$ cat src/rtl/tbps_pkg.sv
// ----------------------------------------------------------------------------
// tbps_pkg: shared types and constants
// Field widths, action and mode codes, register indexes and the bundles
// that pass between the sequencer's submodules.
// ----------------------------------------------------------------------------
package tbps_pkg;

    localparam int DEF_SHIFTER_BITS = 32;

    localparam int ACTION_W = 2;
    localparam int BYTE_W   = 8;
    localparam int WORD_W   = 12;
    localparam int COLOR_W  = 4;
    localparam int MODE_W   = 3;
    localparam int SCROLL_W = 3;
    localparam int CFG_IDX_W  = 3;
    localparam int CFG_DATA_W = 4;

    // item actions
    localparam logic [ACTION_W-1:0] ACT_LINE_START = 2'd0;
    localparam logic [ACTION_W-1:0] ACT_LOAD       = 2'd1;
    localparam logic [ACTION_W-1:0] ACT_PIXEL      = 2'd2;
    localparam logic [ACTION_W-1:0] ACT_RESERVED   = 2'd3;

    // display modes: {extended color, bitmap, multicolor}
    localparam logic [MODE_W-1:0] MODE_STD_TEXT = 3'd0;
    localparam logic [MODE_W-1:0] MODE_MC_TEXT  = 3'd1;
    localparam logic [MODE_W-1:0] MODE_STD_BMP  = 3'd2;
    localparam logic [MODE_W-1:0] MODE_MC_BMP   = 3'd3;
    localparam logic [MODE_W-1:0] MODE_ECM_TEXT = 3'd4;
    localparam logic [MODE_W-1:0] MODE_RESERVED = 3'd7;

    // configuration register indexes
    localparam logic [CFG_IDX_W-1:0] REG_DISPLAY_MODE = 3'd0;
    localparam logic [CFG_IDX_W-1:0] REG_BG_COLOR_0   = 3'd1;
    localparam logic [CFG_IDX_W-1:0] REG_BG_COLOR_1   = 3'd2;
    localparam logic [CFG_IDX_W-1:0] REG_BG_COLOR_2   = 3'd3;
    localparam logic [CFG_IDX_W-1:0] REG_BG_COLOR_3   = 3'd4;
    localparam logic [CFG_IDX_W-1:0] REG_H_SCROLL     = 3'd5;

    // matrix word: multicolor-enable bit of the color nibble
    localparam int MC_FLAG_BIT = 11;

    typedef struct packed {
        logic [MODE_W-1:0]               display_mode;
        logic [3:0][COLOR_W-1:0]         bkg_color;
        logic [SCROLL_W-1:0]             h_scroll;
    } cfg_t;

    // command from the control stage to the shifter
    typedef struct packed {
        logic              line_start;
        logic              load;
        logic [1:0]        take_n;
        logic [BYTE_W-1:0] gbyte;
        logic [WORD_W-1:0] mword;
    } shift_cmd_t;

    // what the pixel decoder sees of the shifter
    typedef struct packed {
        logic [1:0]        head_bits;
        logic [WORD_W-1:0] mword;
    } shift_view_t;

endpackage

$ cat src/rtl/tbps_if.sv
// ----------------------------------------------------------------------------
// tbps_if: valid/ready channels of the pixel sequencer
// Request channel carries action items, result channel carries pixels.
// ----------------------------------------------------------------------------
interface tbps_req_if
    import tbps_pkg::*;
();
    logic                valid;
    logic                ready;
    logic [ACTION_W-1:0] action;
    logic [BYTE_W-1:0]   graphics_byte;
    logic [WORD_W-1:0]   matrix_word;
    logic                pixel_odd;

    modport source (
        output valid, action, graphics_byte, matrix_word, pixel_odd,
        input  ready
    );
    modport sink (
        input  valid, action, graphics_byte, matrix_word, pixel_odd,
        output ready
    );
endinterface

interface tbps_rsp_if
    import tbps_pkg::*;
();
    logic               valid;
    logic               ready;
    logic [COLOR_W-1:0] pixel_color;
    logic               foreground_pixel;

    modport source (
        output valid, pixel_color, foreground_pixel,
        input  ready
    );
    modport sink (
        input  valid, pixel_color, foreground_pixel,
        output ready
    );
endinterface

$ cat src/rtl/text_bitmap_pixel_sequencer.sv
// ----------------------------------------------------------------------------
// text_bitmap_pixel_sequencer: background graphics pixel sequencer
// Line-start, load and pixel items drive a pixel shifter; pixel items
// return a palette index and foreground flag.
// ----------------------------------------------------------------------------
// A pixel item passes through the input register, then the result register,
//   before its result is shown on rsp.
// Throughput: one item per cycle, any mix of actions; the input register
//   keeps taking items while a result waits, stalling only when both are full.
// Reset: rst_n clears shifter, count, latched word, held color and all
//   configuration registers at once; no clearing pass.
module text_bitmap_pixel_sequencer
    import tbps_pkg::*;
#(
    parameter int SHIFTER_BITS = DEF_SHIFTER_BITS
)
(
    input  logic                  clk,
    input  logic                  rst_n,
    tbps_req_if.sink              req,
    tbps_rsp_if.source            rsp,
    input  logic                  cfg_we,
    input  logic [CFG_IDX_W-1:0]  cfg_index,
    input  logic [CFG_DATA_W-1:0] cfg_data
);

    // ---- input register ---------------------------------------------------
    logic                in_valid_reg;
    logic [ACTION_W-1:0] action_reg;
    logic [BYTE_W-1:0]   gbyte_reg;
    logic [WORD_W-1:0]   mword_reg;
    logic                odd_reg;

    // ---- result register --------------------------------------------------
    logic                out_valid_reg, out_valid_next;
    logic [COLOR_W-1:0]  color_reg;
    logic                fg_reg;

    logic               advance;      // the item in the input register moves on
    logic               proc_pixel;
    cfg_t               cfg;
    shift_cmd_t         cmd;
    shift_view_t        view;
    logic [1:0]         take_n;
    logic [COLOR_W-1:0] pix_color;
    logic               pix_fg;

    // The result register is free when empty or being drained this cycle.
    // Items without a result (line start, load) still pass through it as a
    // bubble, which keeps the result order trivially intact.
    assign advance   = !out_valid_reg || rsp.ready;
    assign req.ready = !in_valid_reg || advance;

    always_ff @(posedge clk or negedge rst_n)
    begin
        if (!rst_n)
        begin
            in_valid_reg <= 1'b0;
        end
        else if (req.ready)
        begin
            in_valid_reg <= req.valid;
        end
    end

    // payload only, no reset needed
    always_ff @(posedge clk)
    begin
        if (req.ready && req.valid)
        begin
            action_reg <= req.action;
            gbyte_reg  <= req.graphics_byte;
            mword_reg  <= req.matrix_word;
            odd_reg    <= req.pixel_odd;
        end
    end

    tbps_cfg_regs u_cfg (
        .clk       (clk),
        .rst_n     (rst_n),
        .cfg_we    (cfg_we),
        .cfg_index (cfg_index),
        .cfg_data  (cfg_data),
        .cfg       (cfg)
    );

    // State only moves when the item leaves the input register, so the
    // next item always sees the state this one leaves behind.
    assign proc_pixel     = in_valid_reg && advance && (action_reg == ACT_PIXEL);
    assign cmd.line_start = in_valid_reg && advance && (action_reg == ACT_LINE_START);
    assign cmd.load       = in_valid_reg && advance && (action_reg == ACT_LOAD);
    assign cmd.take_n     = take_n;
    assign cmd.gbyte      = gbyte_reg;
    assign cmd.mword      = mword_reg;

    tbps_shifter #(
        .SHIFTER_BITS (SHIFTER_BITS)
    ) u_shifter (
        .clk      (clk),
        .rst_n    (rst_n),
        .h_scroll (cfg.h_scroll),
        .cmd      (cmd),
        .view     (view)
    );

    tbps_pixel u_pixel (
        .clk       (clk),
        .rst_n     (rst_n),
        .go        (proc_pixel),
        .pixel_odd (odd_reg),
        .cfg       (cfg),
        .view      (view),
        .take_n    (take_n),
        .color     (pix_color),
        .fg        (pix_fg)
    );

    always_comb
    begin
        out_valid_next = out_valid_reg;
        if (advance)
        begin
            out_valid_next = proc_pixel;
        end
    end

    always_ff @(posedge clk or negedge rst_n)
    begin
        if (!rst_n)
        begin
            out_valid_reg <= 1'b0;
        end
        else
        begin
            out_valid_reg <= out_valid_next;
        end
    end

    always_ff @(posedge clk)
    begin
        if (proc_pixel)
        begin
            color_reg <= pix_color;
            fg_reg    <= pix_fg;
        end
    end

    assign rsp.valid            = out_valid_reg;
    assign rsp.pixel_color      = color_reg;
    assign rsp.foreground_pixel = fg_reg;

`ifndef SYNTHESIS
    // a pixel item that moves on always produces a result
    a_pixel_result: assert property (@(posedge clk) disable iff (!rst_n)
        proc_pixel |=> out_valid_reg)
        else $error("pixel item produced no result");

    // an item without a result never raises the result valid
    a_no_result: assert property (@(posedge clk) disable iff (!rst_n)
        (in_valid_reg && advance && (action_reg != ACT_PIXEL)) |=> !out_valid_reg)
        else $error("non-pixel item produced a result");
`endif

endmodule

$ cat src/rtl/tbps_cfg_regs.sv
// ----------------------------------------------------------------------------
// tbps_cfg_regs: configuration register file
// Write-only mode, background color and fine scroll registers.
// ----------------------------------------------------------------------------
module tbps_cfg_regs
    import tbps_pkg::*;
(
    input  logic                  clk,
    input  logic                  rst_n,
    input  logic                  cfg_we,
    input  logic [CFG_IDX_W-1:0]  cfg_index,
    input  logic [CFG_DATA_W-1:0] cfg_data,
    output cfg_t                  cfg
);

    cfg_t cfg_reg;

    always_ff @(posedge clk or negedge rst_n)
    begin
        if (!rst_n)
        begin
            cfg_reg <= '0;
        end
        else if (cfg_we)
        begin
            case (cfg_index)
                REG_DISPLAY_MODE: cfg_reg.display_mode <= cfg_data[MODE_W-1:0];
                REG_BG_COLOR_0:   cfg_reg.bkg_color[0] <= cfg_data[COLOR_W-1:0];
                REG_BG_COLOR_1:   cfg_reg.bkg_color[1] <= cfg_data[COLOR_W-1:0];
                REG_BG_COLOR_2:   cfg_reg.bkg_color[2] <= cfg_data[COLOR_W-1:0];
                REG_BG_COLOR_3:   cfg_reg.bkg_color[3] <= cfg_data[COLOR_W-1:0];
                REG_H_SCROLL:     cfg_reg.h_scroll     <= cfg_data[SCROLL_W-1:0];
                default:
                begin
                end
            endcase
        end
    end

    assign cfg = cfg_reg;

endmodule

$ cat src/rtl/tbps_shifter.sv
// ----------------------------------------------------------------------------
// tbps_shifter: pixel shifter and pending-bit count
// Appends fetched bytes behind the pending bits, shifts out one or two
// bits per pixel and latches the matrix word.
// ----------------------------------------------------------------------------
module tbps_shifter
    import tbps_pkg::*;
#(
    parameter int SHIFTER_BITS = DEF_SHIFTER_BITS
)
(
    input  logic                clk,
    input  logic                rst_n,
    input  logic [SCROLL_W-1:0] h_scroll,
    input  shift_cmd_t          cmd,
    output shift_view_t         view
);

    localparam int CntW = $clog2(SHIFTER_BITS + 1);

    logic [SHIFTER_BITS-1:0] shift_reg, shift_next;
    logic [CntW-1:0]         count_reg, count_next;
    logic [WORD_W-1:0]       mword_reg, mword_next;

    logic [BYTE_W-1:0]       rev_byte;
    logic [SHIFTER_BITS-1:0] rev_placed;
    logic [CntW:0]           count_sum;

    // first pixel of the byte is its top bit, so it goes out first
    always_comb
    begin
        for (int i = 0; i < BYTE_W; i++)
        begin
            rev_byte[i] = cmd.gbyte[BYTE_W-1-i];
        end
    end

    assign rev_placed = SHIFTER_BITS'(rev_byte) << count_reg;
    assign count_sum  = {1'b0, count_reg} + (CntW+1)'(BYTE_W);

    always_comb
    begin
        shift_next = shift_reg;
        count_next = count_reg;
        mword_next = mword_reg;
        if (cmd.line_start)
        begin
            shift_next = '0;
            count_next = CntW'(h_scroll);
        end
        else if (cmd.load)
        begin
            if (count_reg < CntW'(SHIFTER_BITS))
            begin
                shift_next = shift_reg | rev_placed;
            end
            count_next = (count_sum > (CntW+1)'(SHIFTER_BITS)) ?
                         CntW'(SHIFTER_BITS) : count_sum[CntW-1:0];
            mword_next = cmd.mword;
        end
        else if (cmd.take_n != 2'd0)
        begin
            shift_next = shift_reg >> cmd.take_n;
            count_next = (count_reg > CntW'(cmd.take_n)) ?
                         count_reg - CntW'(cmd.take_n) : '0;
        end
    end

    always_ff @(posedge clk or negedge rst_n)
    begin
        if (!rst_n)
        begin
            shift_reg <= '0;
            count_reg <= '0;
            mword_reg <= '0;
        end
        else
        begin
            shift_reg <= shift_next;
            count_reg <= count_next;
            mword_reg <= mword_next;
        end
    end

    assign view.head_bits = shift_reg[1:0];
    assign view.mword     = mword_reg;

`ifndef SYNTHESIS
    // count saturates at the shifter width
    a_count_bound: assert property (@(posedge clk) disable iff (!rst_n)
        count_reg <= CntW'(SHIFTER_BITS))
        else $error("pending bit count beyond shifter width");

    // line start presets the count to the fine scroll
    a_line_preset: assert property (@(posedge clk) disable iff (!rst_n)
        cmd.line_start |=> count_reg == CntW'($past(h_scroll)))
        else $error("line start did not preset pending count");
`endif

endmodule

$ cat src/rtl/tbps_pixel.sv
// ----------------------------------------------------------------------------
// tbps_pixel: background pixel decoder
// Maps the head of the shifter to a palette index and foreground flag per
// display mode; holds color on odd pixels of the two-bit modes.
// ----------------------------------------------------------------------------
module tbps_pixel
    import tbps_pkg::*;
(
    input  logic               clk,
    input  logic               rst_n,
    input  logic               go,
    input  logic               pixel_odd,
    input  cfg_t               cfg,
    input  shift_view_t        view,
    output logic [1:0]         take_n,
    output logic [COLOR_W-1:0] color,
    output logic               fg
);

    logic [COLOR_W-1:0] held_color_reg, held_color_next;
    logic               held_fg_reg, held_fg_next;

    logic [WORD_W-1:0]  m;
    logic               px;
    logic [1:0]         pair;
    logic [COLOR_W-1:0] nib_hi, nib_mid, nib_lo, nib_mc;
    logic               two_bit;
    logic [1:0]         take_raw;

    assign m       = view.mword;
    assign px      = view.head_bits[0];
    assign pair    = {view.head_bits[0], view.head_bits[1]};
    assign nib_hi  = m[11:8];
    assign nib_mid = m[7:4];
    assign nib_lo  = m[3:0];
    assign nib_mc  = {1'b0, m[10:8]};

    assign two_bit = (cfg.display_mode == MODE_MC_BMP) ||
                     ((cfg.display_mode == MODE_MC_TEXT) && m[MC_FLAG_BIT]);

    always_comb
    begin
        color           = '0;
        fg              = 1'b0;
        take_raw        = 2'd0;
        held_color_next = held_color_reg;
        held_fg_next    = held_fg_reg;
        if (two_bit)
        begin
            if (!pixel_odd)
            begin
                held_fg_next = pair[1];
                if (cfg.display_mode == MODE_MC_TEXT)
                begin
                    held_color_next = (pair == 2'd3) ? nib_mc : cfg.bkg_color[pair];
                end
                else
                begin
                    case (pair)
                        2'd0:    held_color_next = cfg.bkg_color[0];
                        2'd1:    held_color_next = nib_mid;
                        2'd2:    held_color_next = nib_lo;
                        default: held_color_next = nib_hi;
                    endcase
                end
                take_raw = 2'd2;
            end
            color = held_color_next;
            fg    = held_fg_next;
        end
        else
        begin
            case (cfg.display_mode)
                MODE_STD_TEXT:
                begin
                    color    = px ? nib_hi : cfg.bkg_color[0];
                    fg       = px;
                    take_raw = 2'd1;
                end
                MODE_MC_TEXT:
                begin
                    color    = px ? nib_mc : cfg.bkg_color[0];
                    fg       = px;
                    take_raw = 2'd1;
                end
                MODE_STD_BMP:
                begin
                    color    = px ? nib_mid : nib_lo;
                    fg       = px;
                    take_raw = 2'd1;
                end
                MODE_ECM_TEXT:
                begin
                    color    = px ? nib_hi : cfg.bkg_color[m[7:6]];
                    fg       = px;
                    take_raw = 2'd1;
                end
                default:
                begin
                    color    = '0;
                    fg       = 1'b0;
                    take_raw = 2'd0;
                end
            endcase
        end
    end

    assign take_n = go ? take_raw : 2'd0;

    always_ff @(posedge clk or negedge rst_n)
    begin
        if (!rst_n)
        begin
            held_color_reg <= '0;
            held_fg_reg    <= 1'b0;
        end
        else if (go)
        begin
            held_color_reg <= held_color_next;
            held_fg_reg    <= held_fg_next;
        end
    end

endmodule
$ cat src/flat_wrapper.sv
// flat-port wrapper written by rule: the top's interface ports become plain ports
module text_bitmap_pixel_sequencer_flat import tbps_pkg::*;
#(
    parameter int SHIFTER_BITS = DEF_SHIFTER_BITS
)
  (clk, rst_n, cfg_we, cfg_index, cfg_data, req_valid, req_action, req_graphics_byte, req_matrix_word, req_pixel_odd, req_ready, rsp_valid, rsp_pixel_color, rsp_foreground_pixel, rsp_ready);
  tbps_req_if req_i ();
  tbps_rsp_if rsp_i ();
  input  logic clk;
  input  logic rst_n;
  input  logic cfg_we;
  input  logic [CFG_IDX_W-1:0] cfg_index;
  input  logic [CFG_DATA_W-1:0] cfg_data;
  input wire logic [$bits(req_i.valid)-1:0] req_valid;
  input wire logic [$bits(req_i.action)-1:0] req_action;
  input wire logic [$bits(req_i.graphics_byte)-1:0] req_graphics_byte;
  input wire logic [$bits(req_i.matrix_word)-1:0] req_matrix_word;
  input wire logic [$bits(req_i.pixel_odd)-1:0] req_pixel_odd;
  output wire logic [$bits(req_i.ready)-1:0] req_ready;
  output wire logic [$bits(rsp_i.valid)-1:0] rsp_valid;
  output wire logic [$bits(rsp_i.pixel_color)-1:0] rsp_pixel_color;
  output wire logic [$bits(rsp_i.foreground_pixel)-1:0] rsp_foreground_pixel;
  input wire logic [$bits(rsp_i.ready)-1:0] rsp_ready;
  assign req_i.valid = req_valid;
  assign req_i.action = req_action;
  assign req_i.graphics_byte = req_graphics_byte;
  assign req_i.matrix_word = req_matrix_word;
  assign req_i.pixel_odd = req_pixel_odd;
  assign req_ready = req_i.ready;
  assign rsp_valid = rsp_i.valid;
  assign rsp_pixel_color = rsp_i.pixel_color;
  assign rsp_foreground_pixel = rsp_i.foreground_pixel;
  assign rsp_i.ready = rsp_ready;
  text_bitmap_pixel_sequencer #(.SHIFTER_BITS(SHIFTER_BITS)) u_core (.clk(clk), .rst_n(rst_n), .req(req_i), .rsp(rsp_i), .cfg_we(cfg_we), .cfg_index(cfg_index), .cfg_data(cfg_data));
endmodule
$ cat config.mk
export PLATFORM = sky130hd
export DESIGN_NAME = text_bitmap_pixel_sequencer_flat
export DESIGN_NICKNAME = d
export VERILOG_FILES = /design/src/rtl/tbps_pkg.sv /design/src/rtl/tbps_if.sv /design/src/rtl/text_bitmap_pixel_sequencer.sv /design/src/rtl/tbps_cfg_regs.sv /design/src/rtl/tbps_shifter.sv /design/src/rtl/tbps_pixel.sv /design/src/flat_wrapper.sv
export SDC_FILE = /design/constraint.sdc
export NUM_CORES = 1
export LEC_CHECK = 0
export BUFFER_PORTS_ARGS = -buffer_cell sky130_fd_sc_hd__buf_4
export CAP_MARGIN = 5
export CORE_MARGIN = 5
export CORE_UTILIZATION = 45
export DETAILED_ROUTE_END_ITERATION = 7
export PLACE_DENSITY = 0.64
export SYNTH_ARGS = -nofsm -noshare
export SYNTH_HDL_FRONTEND = slang
export SYNTH_SLANG_ARGS = --single-unit
$ cat constraint.sdc
create_clock -name clk -period 2.7 [get_ports clk]
set_input_delay 0.135 -clock clk [delete_from_list [all_inputs] [get_ports clk]]
set_output_delay 0.135 -clock clk [all_outputs]
set_load 0.02 [all_outputs]
* After elaboration in Yosys (flattened, before gate mapping)
Cells that the tools add are included.
Storage, ports and cells: bits in registers 107, bits of input ports 35, output and inout bits 7, word-level logic and storage cells 102
Operators by class: add/sub/neg operators 2, magnitude comparators 5, equal/unequal tests 15, shifts and indexed selects 2, mux-type cells 30, bitwise logic cells 2, reduce and logical (&&, ||, !) cells 27
Operator list (number):
- 32-bit 2-to-1 mux | 4
- 4-bit 2-to-1 mux | 10
- 32-bit bitwise OR | 1
- 8-bit by 6-bit << shifter with 32-bit output | 1
- 32-bit by 2-bit right shift with 32-bit output | 1
- 6-bit 2-to-1 mux | 5
- 2-bit AND reduction | 9
- 4-bit binary-select mux with 2-bit select | 2
- 4-bit one-hot mux with 4 select lines | 1
- 3-bit by 2-bit == test with 1-bit output (second input constant) | 4
- 4-bit one-hot mux with 3 select lines | 1
- 3-bit == test (second input constant) | 3
- 6-bit by 4-bit adder with 7-bit output (second input constant) | 1
- 7-bit by 6-bit > comparator with 1-bit output (second input constant) | 1
- 2-bit == test (second input constant) | 3
- 3-bit by 1-bit == test with 1-bit output (second input constant) | 2
- 6-bit by 2-bit > comparator with 1-bit output | 1
- 1-bit logical AND | 6
- 3-bit logical NOT | 2
- 2-bit by 3-bit less-than comparator with 1-bit output (second input constant) | 2
- 6-bit less-than comparator (second input constant) | 1
- 2-bit 2-to-1 mux | 3
- 6-bit by 2-bit subtractor with 6-bit output | 1
- 2-bit by 1-bit == test with 1-bit output (second input constant) | 2
- 9 further kinds | 16

* Depth between registers and ports, before layout
Gate-level depths: netlist of run 1.
depth in word-level cells 10, depth in mapped cells 14, depth with buffers taken out 12

* Hierarchy
A second synthesis of run 1 with hierarchy kept.
Unflattened totals: cell total of the unflattened synthesis 656, area, all modules 6655.1 um^2
Modules (own cells, without submodules):
- tbps_shifter | times used 1, cells an instance 446, area each 3799.9 um^2, seq. area each 1251.2 um^2
- text_bitmap_pixel_sequencer | times used 1, cells an instance 40, area each 983.4 um^2, seq. area each 890.9 um^2
- tbps_pixel | times used 1, cells an instance 120, area each 938.4 um^2, seq. area each 125.1 um^2
- tbps_cfg_regs | times used 1, cells an instance 50, area each 933.4 um^2, seq. area each 550.5 um^2

* Worst setup path after synthesis of run 1
Ideal clock, no wire load.
path type reg-to-reg, from register u_core.out_valid_reg, in the netlist u_core.rsp.valid, to register u_core.u_shifter.count_reg[5], setup time 0.118 ns, data arrival time 2.648 ns, required time 2.582 ns, slack -0.066 ns, cell stages (with the launch flop) 15, buffers on the path 2, period minus slack after synthesis 2.766 ns, path through dfrtp_1 -> nand2b_1 -> nand3_1 -> inv_2 -> and2_1 -> buf_2 -> inv_2 -> clkbuf_1 -> ha_1 -> nor2b_1 -> o31ai_1 -> a21boi_0 -> o211ai_1 -> a32oi_1 -> a21o_1
Between the ends: word-level cells in the longest chain between the ends 10, elaborated cells on any way between the ends 15, classes of those cells 1 x add/sub; 1 x order compare; 5 x mux; 8 x reduce/logical
RTL lines:
- start, declared | line text_bitmap_pixel_sequencer.sv:35 | logic out_valid_reg, out_valid_next;
- start signal, assigned | line text_bitmap_pixel_sequencer.sv:135 | out_valid_reg <= out_valid_next;
- 1-bit logical NOT (*) | line text_bitmap_pixel_sequencer.sv:51 | assign advance = !out_valid_reg || rsp.ready;
- 1-bit logical OR (*) | line text_bitmap_pixel_sequencer.sv:51
- 1-bit logical AND (*) (2 in a row) | line text_bitmap_pixel_sequencer.sv:89 | assign proc_pixel = in_valid_reg && advance && (action_reg == ACT_PIXEL);
- named net u_core.proc_pixel | line text_bitmap_pixel_sequencer.sv:40 | logic proc_pixel;
- 2-bit 2-to-1 mux (*) | line tbps_pixel.sv:108 | assign take_n = go ? take_raw : 2'd0;
- 6-bit by 2-bit subtractor with 6-bit output or 6-bit by 2-bit > comparator with 1-bit output (tied branches) | line tbps_shifter.sv:65, tbps_shifter.sv:64
- 6-bit 2-to-1 mux | line tbps_shifter.sv:64 | count_next = (count_reg > CntW'(cmd.take_n)) ?
- 6-bit 2-to-1 mux | line tbps_shifter.sv:61 | else if (cmd.take_n != 2'd0)
- 6-bit 2-to-1 mux | line tbps_shifter.sv:51 | else if (cmd.load)
- 6-bit 2-to-1 mux | line tbps_shifter.sv:46 | if (cmd.line_start)
- end signal, assigned | line tbps_shifter.sv:80 | count_reg <= count_next;
- end, declared | line tbps_shifter.sv:22 | logic [CntW-1:0] count_reg, count_next;
Mark *: on every way through the listed nets, which the timed path passes. The rest lies on a longest branch. The select of a mux whose other input is x is not followed. A chain may end at the register's enable or synchronous reset.

* Final worst setup path of run 1
from register u_core.u_cfg.cfg_reg (netlist bit u_core.u_cfg.cfg[21]), to register u_core.color_reg[1], in the netlist u_core.rsp.pixel_color[1], data pin
Between the ends: word-level cells in the longest chain between the ends 4, elaborated cells on any way between the ends 11, classes of those cells 4 x eq/ne; 4 x mux; 3 x reduce/logical
RTL lines:
- start, declared | line tbps_cfg_regs.sv:16 | cfg_t cfg_reg;
- 3-bit by 1-bit == test with 1-bit output | line tbps_pixel.sv:39, tbps_pixel.sv:53, tbps_pixel.sv:73
- 4-bit 2-to-1 mux or 1-bit logical AND (tied branches) | line tbps_pixel.sv:53, tbps_pixel.sv:39
- 4-bit 2-to-1 mux or 1-bit logical OR (tied branches) | line tbps_pixel.sv:50, tbps_pixel.sv:38
- 4-bit 2-to-1 mux (*) | line tbps_pixel.sv:48 | if (two_bit)
- named net u_core.pix_color[1] | line text_bitmap_pixel_sequencer.sv:45 | logic [COLOR_W-1:0] pix_color;
- end signal, assigned | line text_bitmap_pixel_sequencer.sv:143 | color_reg <= pix_color;
- end, declared | line text_bitmap_pixel_sequencer.sv:36 | logic [COLOR_W-1:0] color_reg;
Mark *: on every way through the listed nets, which the timed path passes. The rest lies on a longest branch.

==> impl_metrics.toml, run 1 <==
[setup_path]
r2r_slack_ns = 0.15
required_ns = 2.78
r2r_start = "u_core.u_cfg.cfg[21]"
arrival_ns = 2.63
worstReg2RegEnd = "u_core.rsp.pixel_color[1]"
reg2reg_depth = 6
startpoint_type = "flip-flop"
crit_type = "flip-flop to flip-flop"
path_max_fanout = 9
end_kind = "flip-flop"

[cts]
cts-root-buf = "clkbuf_16"
path_clk_slew_ns = 0.08
worstSkewPairLatency_ns = 0.36
cts_max_path_buffers = 2
cts_made_buffers = 9
cts_tree = "built"
cts_max_level = 3
cts.sinks = 107

[die]
die_w_um = 128
io_pins = 42
die_y_um = 128
num_rows = 43
dieArea_um2 = 16300
start_util = 0.454
coreArea_um2 = 13700

[hold_path]
hold_depth = 2
hp-class = "input pin to flip-flop"
hold_path_end = "u_core.u_cfg.cfg[14]"
hp-start = "cfg_data[3]"

[grt]
grt_max_degree = 80
grt_pass1_wl_um = 28000
gr-total-overflow = 0
grt_pass1_vias = 5196
gr-usage-all-layers = 0.216
antenna_found_initial = 0

[route]
num_vias = 5173
ant_nets = 0
wl_per_cell_um = 19.4
drt_drc_violations_left = 0
wirelength_um = 16700
dr.pass1.iters = 6
via_per_inst = 6.00
drtIter0Drc = 460

[run_status]
status = "finished, final reports clean"

[place]
dp_hpwl_um = 12100
dp.cells = 819
port-buffer-count = 41
gp_congestion = 0.918
placed_cell_area_um2 = 6820

[sta]
fin_crit_ns = 2.55
skew_ns = 0.00659
fmax_mhz = 392
rsz0062_at_grt = "false"
worst_pin_slew_ns = 1.09
fin_crit_sh = 0.945
maxSlewViolCount = 0
setup-tns-final_ns = 0
setup_violations = 0
hold_ws_ns = 0.0310
hold_viol = 0
slew_headroom = 0.268

[finish]
instances_no_fill = 862
postLayoutCellArea_um2 = 7390
syn_to_final_growth_pct = 18.7
final_layout_size_suffix_gt1_frac = 0.217
final_nets = 719
largest_reg_flops = 32
diodes = 0

[power]
power_leakage_nw = 3.16
peakVddDrop_mv = 0.533
p_per_area_nw_per_um2 = 842
p_total_mw = 6.23

[yosys]
async_reset_ff_frac = 0.738
avgSynthCellArea_um2 = 10.2
yosysWarnings = 0
ys_types = 67
synth-seq-cells = 107
synth_flop_cell = "dfrtp_1"
synth_nets = 650
synth-edff-count = 28
yosysSeqAreaShare = 0.452
netlist_area_um2 = 6230
syn_inst = 608

[job]
max-cap-violations = 0
[placed cells by master (no fill, tap or decap), types with 4 or more instances in the layout]
cell type      synthesis  final
nand2_1               84     84
dfrtp_1               79     76
buf_4                  1     72
mux2i_1               40     40
nor2_1                37     37
mux2_2                37     37
a21oi_1               35     34
edfxtp_1              28     28
dlygate4sd3_1          0     25
nor3_1                18     18
o22ai_1               18     18
o21ai_0               17     17
inv_1                 12     12
nor2b_1               10     10
mux4_2                 9      9
o221ai_1               9      9
o31a_1                 9      9
clkbuf_16              0      9
nand3_1                8      8
o21ai_1                7      7
nand2b_1               6      6
mux2_1                 6      6
ha_1                   6      6
and3_1                 5      5
a22oi_1                5      5
a221o_1                5      5
and2_1                 4      4
a211oi_1               4      4
a21o_1                 4      4
a31oi_1                4      4
[worst max path at each step]
stage | slack, ns | from | end | depth (start not counted)
floorplan | 0.02 | u_core.u_cfg.cfg[21] | u_core.u_shifter.count_reg[5] | 13
global placement | 0.26 | u_core.u_cfg.cfg[21] | u_core.u_shifter.count_reg[4] | 11
detailed placement | 0.18 | u_core.u_shifter.mword_reg[11] | u_core.u_shifter.count_reg[5] | 11
CTS | 0.17 | u_core.u_shifter.mword_reg[11] | u_core.u_shifter.count_reg[5] | 11
global route | 0.01 | u_core.in_valid_reg | u_core.u_shifter.shift_reg[14] | 9
finish | 0.15 | u_core.u_cfg.cfg[21] | u_core.rsp.pixel_color[1] | 6
[cell usage after synthesis (12+ instances only)]
cell type | count | area, µm²
mux2_2 | 37 | 417
clkbuf_1 | 21 | 78.8
a21oi_1 | 35 | 175
inv_1 | 12 | 45.0
o21ai_0 | 17 | 85.1
mux2i_1 | 40 | 400
nor3_1 | 18 | 90.1
nor2_1 | 37 | 139
nand2_1 | 84 | 315
buf_2 | 12 | 60.1
o22ai_1 | 18 | 113
dfrtp_1 | 79 | 1980
edfxtp_1 | 28 | 841
[cells by family after synthesis]
kind of cell,Yosys count,share of synthesized area
flip-flops,107,0.452
AO/OA/AOI/OAI,156,0.174
buffers and inverters,54,0.0368
AND/OR/NAND/NOR,192,0.147
multiplexers,92,0.175
adder cells (fa/ha/maj),7,0.0153
[repair_timing]
item	in CTS	in global routing
hold buffers	25	0
setup endpoints to repair	0	3
hold endpoints to repair	28	0
buffers inserted	0	2
resized for setup	0	3
[power by group]
part | switching, mW | total, mW | internal [mW]
registers | 0.531 | 2.58 | 2.04
clock network | 0.668 | 1.35 | 0.680
logic | 1.22 | 2.30 | 1.08
total | 2.42 | 6.23 | 3.80
[through the flow]
step,worst slack [ns],util
floorplan,0.0208,-
global placement,0.264,0.497
detailed placement,0.182,0.497
CTS,0.171,0.537
global route,0.0105,0.539
finish,0.148,0.539
[critical path: stages, from the launching register on]
cell	delay, ns
dfrtp_1	0.45
buf_4	0.19
or3b_1	0.53
mux2_1	0.37
mux4_2	0.49
mux2i_1	0.15
a21oi_1	0.09
[layout make-up]
class | instances | area (µm²)
clock buffer | 10 | 239
clock inverter | 6 | 63.8
fill | 1200 | 6330
inverter | 15 | 56.3
multi-input combinational | 447 | 3200
sequential | 107 | 2820
tap | 180 | 225
timing repair buffer | 97 | 791
[metal layers]
layer | track usage | part of all wire
met1 | 0.334 | 0.48
met2 | 0.310 | 0.43
met3 | 0.0376 | 0.070
met4 | 0.0624 | 0.015
met5 | 0 | 0
No activity file was read; power rests on OpenSTA's default activity.
==> run 2, diff against run 1 <==
- HOLD_SLACK_MARGIN: not set -> 0.15
==> impl_metrics.toml, run 2 (synthesized netlist as in run 1, its figures left out) <==
[power]
p_total_mw = 6.24
power_leakage_nw = 3.18
p_per_area_nw_per_um2 = 838
peakVddDrop_mv = 0.532

[sta]
hold_viol = 0
skew_ns = 0.00614
slew_headroom = 0.270
setup-tns-final_ns = 0
maxSlewViolCount = 0
rsz0062_at_grt = "false"
hold_ws_ns = 0.217
worst_pin_slew_ns = 1.09
fmax_mhz = 392
fin_crit_sh = 0.944
setup_violations = 0
fin_crit_ns = 2.55

[setup_path]
worst-path-buf-inv = 1
crit_type = "flip-flop to flip-flop"
slowest_delay_ns = 0.53
path_max_fanout = 9
end_kind = "flip-flop"
arrival_ns = 2.62
path_delay_family = "multiplexers"
slowest_stage = "or3b_1"
path_cells = "buf_4 -> or3b_1 -> mux2_1 -> mux4_2 -> mux2i_1 -> a21oi_1"
startpoint_type = "flip-flop"
required_ns = 2.78

[finish]
final_cell_mix = "nand2_1, dfrtp_1, buf_4"
final_nets = 724
final_layout_size_suffix_gt1_frac = 0.215
n_fill_cell = 1198
diodes = 0
syn_to_final_growth_pct = 19.5
instances_no_fill = 867
largest_reg_flops = 32
layout_commonest_cell = "nand2_1"

[cts]
worstSkewPairLatency_ns = 0.35
cts_max_path_buffers = 2
cts.sinks = 107
cts_made_buffers = 9
cts-root-buf = "clkbuf_16"
cts_tree = "built"
cts_max_level = 3
path_clk_slew_ns = 0.08

[place]
dp_hpwl_um = 12100
gp_congestion = 0.918
port-buffer-count = 41
dp.cells = 819

[die]
io_pins = 42
dieArea_um2 = 16300
num_rows = 43
coreArea_um2 = 13700
die_y_um = 128
die_w_um = 128
start_util = 0.454

[route]
dr.pass1.iters = 6
wirelength_um = 16800
drt_drc_violations_left = 0
via_per_inst = 5.99
wl_per_cell_um = 19.4
ant_nets = 0
drtIter0Drc = 433
num_vias = 5192

[grt]
grt_pass1_wl_um = 28200
antenna_found_initial = 0
gr-usage-all-layers = 0.217
gr-total-overflow = 0
grt_pass1_vias = 5240
grt_max_degree = 80

[job]
max-cap-violations = 0

[hold_path]
hp-class = "input pin to flip-flop"

[run_status]
status = "finished, final reports clean"
-- run 2: cell count changes in the layout (fill, tap and decap cells not counted) --
cell and delta:
dlygate4sd3_1 +5
-- run 2: tightest hold or removal path, stage by stage --
cell and delay, ns:
buf_4 0.08, nand2b_1 0.11, nand3_1 0.12, nand2_1 0.09
-- run 2: power breakdown --
| part | switching [mW] | total, mW | internal, mW |
|---|---|---|---|
| sequential | 0.531 | 2.57 | 2.04 |
| combinational | 1.23 | 2.32 | 1.09 |
| clock | 0.666 | 1.35 | 0.680 |
| total | 2.43 | 6.24 | 3.81 |
-- run 2: what timing repair did --
item,in CTS,in global routing
endpoints found under the hold margin,125,0
resized for setup,0,3
setup buffers,0,2
hold buffers,30,0
setup endpoints to repair,0,3
-- run 2: worst paths after layout --
path,start,slack (ns),cells past startpoint,to
worst min-delay path,rsp_ready,0.22,4,u_core.rsp.valid
worst max-delay path,u_core.u_cfg.cfg[21],0.15,6,u_core.rsp.pixel_color[1]
worst max register to register,u_core.u_cfg.cfg[21],0.15,6,u_core.rsp.pixel_color[1]
worst min register to register,u_core.mword_reg[10],0.45,2,u_core.u_shifter.mword_reg[10]
min in group asynchronous,rst_n,0.51,2,u_core.u_cfg.cfg[6]
max in group asynchronous,rst_n,1.48,2,u_core.rsp.valid
-- run 2: final cells by class --
cell class | instances | area (µm²) | share of cell area
Inverter | 15 | 56.3 | 0.00757
Timing Repair Buffer | 102 | 841 | 0.113
Multi-Input combinational cell | 447 | 3200 | 0.429
Clock buffer | 10 | 239 | 0.0321
Tap cell | 180 | 225 | 0.0303
Sequential cell | 107 | 2820 | 0.379
Clock inverter | 6 | 63.8 | 0.00857
-- run 2: routing by layer --
layer	routed length (µm)	global-route usage	vias to the layer above
met5	0	0	-
met4	325	0.0687	0
met3	1090	0.0376	26
met2	7300	0.310	184
met1	8090	0.335	2547
li1	-	-	2435
-- run 2: metrics by stage --
step           setup WS, ns   util  cell area [µm²]
6_report              0.151  0.542             7440
4_1_cts               0.171  0.541             7420
5_1_grt              0.0105  0.542             7440
3_5_place_dp          0.182  0.497             6820
3_3_place_gp          0.264  0.497             6820
2_1_floorplan        0.0208      -             6230
